<file path="config.mk">
export PLATFORM = sky130hd
export DESIGN_NAME = uvs_ram
export DESIGN_NICKNAME = d
export VERILOG_FILES = /design/src/rtl/core/unigram_viterbi_segmenter_macros.svh /design/src/rtl/core/uvs_ram.sv
export SDC_FILE = /design/constraint.sdc
export NUM_CORES = 1
export LEC_CHECK = 0
export BUFFER_PORTS_ARGS = -buffer_cell sky130_fd_sc_hd__buf_4
export CORE_MARGIN = 3
export CORE_UTILIZATION = 48
export DETAILED_ROUTE_END_ITERATION = 10
export PLACE_DENSITY = 0.73
export SYNTH_ARGS = -nofsm -noshare
export SYNTH_HDL_FRONTEND = slang
export SYNTH_SLANG_ARGS = --single-unit
export TNS_END_PERCENT = 50
</file>
<file path="constraint.sdc">
create_clock -name clk -period 2.2 [get_ports clk]
set_input_delay 0.11 -clock clk [delete_from_list [all_inputs] [get_ports clk]]
set_output_delay 0.11 -clock clk [all_outputs]
set_load 0.01 [all_outputs]
</file>
<file path="src/rtl/core/unigram_viterbi_segmenter_macros.svh">
// ----------------------------------------------------------------------------
// Assertion macros for the unigram Viterbi segmenter
// Implication checks in the same cycle and in the next cycle.
// ----------------------------------------------------------------------------
`ifndef UNIGRAM_VITERBI_SEGMENTER_MACROS_SVH
`define UNIGRAM_VITERBI_SEGMENTER_MACROS_SVH
`ifndef ASSERT_OFF
`define UVS_ASSERT_IMP(lbl, clk, rst_n, a, b) \
  lbl: assert property (@(posedge clk) disable iff (!rst_n) (a) |-> (b)) \
    else $error("assertion failed");
`define UVS_ASSERT_NEXT(lbl, clk, rst_n, a, b) \
  lbl: assert property (@(posedge clk) disable iff (!rst_n) (a) |=> (b)) \
    else $error("assertion failed");
`else
`define UVS_ASSERT_IMP(lbl, clk, rst_n, a, b)
`define UVS_ASSERT_NEXT(lbl, clk, rst_n, a, b)
`endif
`endif

</file>
<file path="src/rtl/core/uvs_ram.sv">
// ----------------------------------------------------------------------------
// uvs_ram
// Generic simple dual-port RAM, one write and one registered read port.
// ----------------------------------------------------------------------------
`timescale 1ns / 1ps
module uvs_ram #(
  parameter int WIDTH = 8,
  parameter int DEPTH = 2
) (
  input  logic                     clk,
  input  logic                     we,
  input  logic [$clog2(DEPTH)-1:0] waddr,
  input  logic [WIDTH-1:0]         wdata,
  input  logic                     re,
  input  logic [$clog2(DEPTH)-1:0] raddr,
  output logic [WIDTH-1:0]         rdata
);

  logic [WIDTH-1:0] mem [DEPTH];

  always_ff @(posedge clk) begin
    if (we) begin
      mem[waddr] <= wdata;
    end
    if (re) begin
      rdata <= mem[raddr];
    end
  end

endmodule
</file>
==> results of run 1 <==
[how the worst max path moves through the flow]
stage / depth (start not counted) / slack [ns] / from / end
2_1_floorplan: 1 / 1.30 / we / mem[0][0]$_DFFE_PP_
3_3_place_gp: 2 / 1.16 / waddr / mem[0][3]$_DFFE_PP_
3_5_place_dp: 2 / 1.07 / waddr / mem[0][2]$_DFFE_PP_
6_report: 1 / 1.24 / rdata[0]$_DFFE_PP_ / rdata[0]
4_1_cts: 1 / 1.22 / rdata[0]$_DFFE_PP_ / rdata[0]
5_1_grt: 1 / 1.17 / rdata[0]$_DFFE_PP_ / rdata[0]
[cell type report]
type,instances,area [um^2]
repair buffers,28,230
fillers,96,428
clock inverters,1,30.0
well taps,24,30.0
multi-input cells,10,133
clock buffers,3,22.5
flip-flops and latches,24,721
[flip-flops by register name, summed over array words and instances, names as in the netlist]
| register | count |
|---|---|
| mem | 16 |
| rdata | 8 |
[synthesized netlist by cell type]
cell type  number  share of area, %
nor2b_1         1              0.72
and2_1          1              0.72
buf_6           1               1.3
edfxtp_1       24                83
mux2_4          8                14
[per-stage QoR]
stage	worst slack, ns	util, %	std cells
after floorplan	1.30	-	35
after global placement	1.16	64.8	78
after detailed placement	1.07	64.8	78
after CTS	1.22	73.2	90
after global routing	1.17	73.2	90
final	1.24	73.2	90
[power groups by stage]
stage          clock network, mW  registers (mW)  logic, mW
5_1_grt                    0.339           0.552     0.0909
6_report                   0.313           0.548     0.0857
4_1_cts                    0.319           0.548     0.0869
3_5_place_dp                   0           0.559     0.0757
3_3_place_gp                   0           0.557     0.0720
2_1_floorplan                  0           0.563     0.0313
[metal layers]
metal / vias up / wire [um] / share of wire (%) / track usage, %
met1: 204 / 436 / 39 / 10.8
met3: 4 / 86 / 7.6 / 3.07
li1: 199 / - / - / -
met2: 23 / 580 / 51 / 20.4
met5: - / 0 / 0 / 0
met4: 0 / 28 / 2.5 / 7.11
[cell families (layout without fill, tap and decap cells)]
group / count (synthesis) / in the layout / synth area share [%]
simple gates: 2 / 2 / 1.45
mux: 8 / 8 / 13.9
flops: 24 / 24 / 83.4
buf+inv: 1 / 32 / 1.30
[timing repair]
action	CTS	global route
hold buffers	8	0
endpoints found under the hold margin	16	0
endpoints found under the setup margin	0	0
==> impl_metrics.yaml, run 1 <==
drt:
  drtAntennaViolNets: 0
  dr.pass1.iters: 4
  routed_via_density: 4.78
  avgRoutedWirePerCell_um: 12.6
  drc: 0
  totalWireLength_um: 1130
  drtIter0Drc: 1
  vias: 430
worst_setup_path:
  end_kind: "primary output"
  worst-setup-path-type: "reg -> out"
  ff2ff_path_depth: 1
  cp.arrival_ns: 0.85
  cp.required_ns: 2.09
  r2r_slack_ns: 1.29
  critPathSlowestCell: "edfxtp_1"
  cp_cell_sequence: "buf_4"
  r2r-start: "mem[0][4]$_DFFE_PP_"
  reg2reg_to: "rdata[4]$_DFFE_PP_"
  cp-start-kind: "flop"
  crit_path_max_fanout: 1
  worst_path_largest_cell_delay_ns: 0.39
  path_delay_family: "flip-flops"
  critPathBufInv: 1
sta:
  hold_slack_ns: 0.0533
  rsz0062_at_grt: "no"
  layout_min_cycle_time_ns: 0.965
  clock_skew_ns: 0.00651
  fin_setup_tns_ns: 0
  drv_slew: 0
  relSlewSlack_pct: 55.2
  setup_violations: 0
  post-route-period-util_pct: 43.9
  worst_pin_slew_ns: 0.670
  hold_viol: 0
  fmax_mhz: 1040
power:
  power.share.sequential_pct: 57.9
  internal_power_uw: 779
  switching_share_pct: 17.7
  power_uw: 946
  pwr-share-comb_pct: 9.1
  ir_drop_v: 0.000558
  switching_power_uw: 167
  p_per_area_nw_per_um2: 812
  p_clk_share_pct: 33.1
  power_leakage_nw: 0.456
synthesis:
  syn_nets: 48
  syn_area_um2: 865
  ys.warnings.count: 0
  synth_cell_types: 5
  synth.avg_cell_area_um2: 24.7
  synth_cells: 35
  synth-seq-cells: 24
  seq_area_frac_synth_pct: 83.4
floorplan:
  die_h_um: 48.4
  die_w_um: 48.4
  row_count: 14
  die-area_um2: 2350
  core-area_um2: 1590
  io-pin-count: 21
  start_util_pct: 54.2
min_path:
  hp-start: "re"
  holdPathStages: 1
  hold_class: "in -> reg"
  min_delay_worst_endpoint: "rdata[0]$_DFFE_PP_"
clock_tree:
  cts_max_path_buffers: 2
  cts_tree: "built"
  ctsHtreeMaxLevel: 1
  cts_resized: 0
  path_clk_slew_ns: 0.13
  numCtsBuffers: 3
  cts_sinks: 24
  root_buffer: "clkbuf_4"
  clock_latency_ns: 0.32
  cts_setup_buffers: 0
layout:
  drive_gt1_share_pct: 48.5
  nets: 80
  mostFrequentLayoutCells: "edfxtp_1, buf_4, mux2_4, dlygate4sd3_1, clkbuf_4"
  area_growth_pct: 34.9
  mostFrequentLayoutCell: "edfxtp_1"
  postLayoutCellArea_um2: 1170
  n_antenna_cell: 0
global_routing:
  grt_pass1_wl_um: 1930
  grt_max_degree: 15
  antenna_found_initial: 0
  grt_usage_pct: 11.1
  overflow: 0
  grt_pass1_vias: 459
place:
  dpl-instance-area_um2: 1030
  io_buffers: 20
  gp_congestion: 0.637
run_status:
  status: "finished clean"
flow_run:
  cap_violations: 0
No activity file was read; power rests on OpenSTA's default activity.
==> inputs of run 2 (changes only) <==
Settings changed: CORE_UTILIZATION 48 to 45, PLACE_DENSITY 0.73 to 0.72.
Clock period 2.2 ns to 0.8 ns, I/O delays scaled along.
==> impl_metrics.yaml, run 2 (synthesized netlist as in run 1, its figures left out) <==
run_status:
  status: "finished with violations"
  violations: "setup timing"
clock_tree:
  path_clk_slew_ns: 0.12
  cts_tree: "built"
  cts_setup_buffers: 0
  ctsHtreeMaxLevel: 1
  numCtsBuffers: 3
  clock_latency_ns: 0.30
  cts_sinks: 24
  cts_max_path_buffers: 2
  root_buffer: "clkbuf_4"
sta:
  setup_violations: 16
  rsz0062_at_grt: "yes"
  hold_slack_ns: 0.167
  hold_viol: 0
  layout_min_cycle_time_ns: 0.891
  fmax_mhz: 1120
  clock_skew_ns: 0.00134
  drv_slew: 0
  post-route-period-util_pct: 111
  relSlewSlack_pct: 90.2
  worst_pin_slew_ns: 0.146
  fin_setup_tns_ns: -1.21
  setup_ws_ns: -0.0908
global_routing:
  grt_usage_pct: 10.6
  met1_usage_pct: 10.6
  busiest_layer: "met2"
  grt_max_degree: 14
  grtUsageMet3_pct: 2.72
  antenna_found_initial: 0
  overflow: 0
  use_met2_pct: 18.3
  grt_pass1_vias: 392
  grt_pass1_wl_um: 1800
worst_setup_path:
  end_kind: "flop"
  path_delay_family: "flip-flops"
  worst_path_largest_cell_delay_ns: 0.38
  critPathSlowestCell: "edfxtp_1"
  cp_cell_sequence: "mux2_4"
  cp.required_ns: 0.87
  reg2reg_to: "rdata[2]$_DFFE_PP_"
  critPathBufInv: 0
  cp.arrival_ns: 0.96
  worst-setup-path-type: "reg -> reg"
  crit_path_max_fanout: 1
  r2r_slack_ns: -0.09
  cp-start-kind: "flop"
  ff2ff_path_depth: 1
  r2r-start: "mem[0][2]$_DFFE_PP_"
floorplan:
  row_count: 15
  die-area_um2: 2480
  start_util_pct: 49.0
  core-area_um2: 1760
  die_h_um: 49.8
  io-pin-count: 21
  die_w_um: 49.8
place:
  placed_cells: 82
  io_buffers: 20
  gp_congestion: 0.654
  pre_cts_ws_ns: -0.0807
min_path:
  hold_class: "in -> reg"
  min_delay_worst_endpoint: "rdata[5]$_DFFE_PP_"
  holdPathStages: 2
  hp-start: "raddr"
power:
  ir_drop_v: 0.00144
  p_per_area_nw_per_um2: 1910
  power_leakage_nw: 0.468
layout:
  biggestRegsByFlops: "mem: 16 flops, rdata: 8 flops"
  drive_gt1_share_pct: 48.6
  nets: 84
  mostFrequentLayoutCell: "edfxtp_1"
  fin_cells: 95
  n_antenna_cell: 0
  mostFrequentLayoutCells: "edfxtp_1, buf_4, dlygate4sd3_1"
  final_util_pct: 67.4
  largest_register: "mem"
  largest_register_ff_count: 16
  area_growth_pct: 37.5
drt:
  vias: 408
  drtAntennaViolNets: 0
  avgRoutedWirePerCell_um: 12.0
  dr.pass1.iters: 1
  totalWireLength_um: 1140
  drtIter0Drc: 0
  routed_via_density: 4.29
  drc: 0
flow_run:
  cap_violations: 0
## run 2: power by group
group,total (mW),switching [mW],leakage (nW),internal (mW)
sequential,1.51,0.0227,0.228,1.48
combinational,0.261,0.0873,0.225,0.173
clock,0.509,0.327,0.0154,0.182
## run 2: final cells by class
class | count | area [um^2]
clock inverters | 1 | 3.75
multi-input cells | 10 | 133
repair buffers | 32 | 278
clock buffers | 3 | 22.5
fillers | 134 | 576
flip-flops and latches | 24 | 721
well taps | 25 | 31.3
## run 2: worst max-delay path by stage
stage	from	slack [ns]	endpoint	cells after the start
after floorplan	mem[0][0]$_DFFE_PP_	-0.05	rdata[0]$_DFFE_PP_	1
after global placement	mem[0][2]$_DFFE_PP_	-0.07	rdata[2]$_DFFE_PP_	1
after detailed placement	mem[1][1]$_DFFE_PP_	-0.08	rdata[1]$_DFFE_PP_	1
after CTS	mem[1][1]$_DFFE_PP_	-0.1	rdata[1]$_DFFE_PP_	1
after global routing	rdata[5]$_DFFE_PP_	-0.13	rdata[5]	1
final	mem[0][2]$_DFFE_PP_	-0.09	rdata[2]$_DFFE_PP_	1
## run 2: per-layer routing
layer / vias to the layer above / share of wire [%] / wire, um
li1: 208 / - / -
met1: 177 / 39 / 448
met2: 19 / 52 / 590
met3: 4 / 5.4 / 62
met4: 0 / 3.3 / 38
met5: - / 0 / 0
## run 2: metrics by stage
step | total power [mW] | instance area (um^2)
final | 2.28 | 1190
after global routing | 2.37 | 1190
after CTS | 2.30 | 1180
after detailed placement | 1.76 | 1060
after global placement | 1.75 | 1060
after floorplan | 1.63 | 865
## run 2: repair_timing
| item | CTS | global route |
|---|---|---|
| hold buffers | 9 | 0 |
| hold endpoints to repair | 24 | 0 |
| pin swaps | 0 | 0 |
| endpoints found under the setup margin | 16 | 16 |
| gates resized for setup | 3 | 1 |
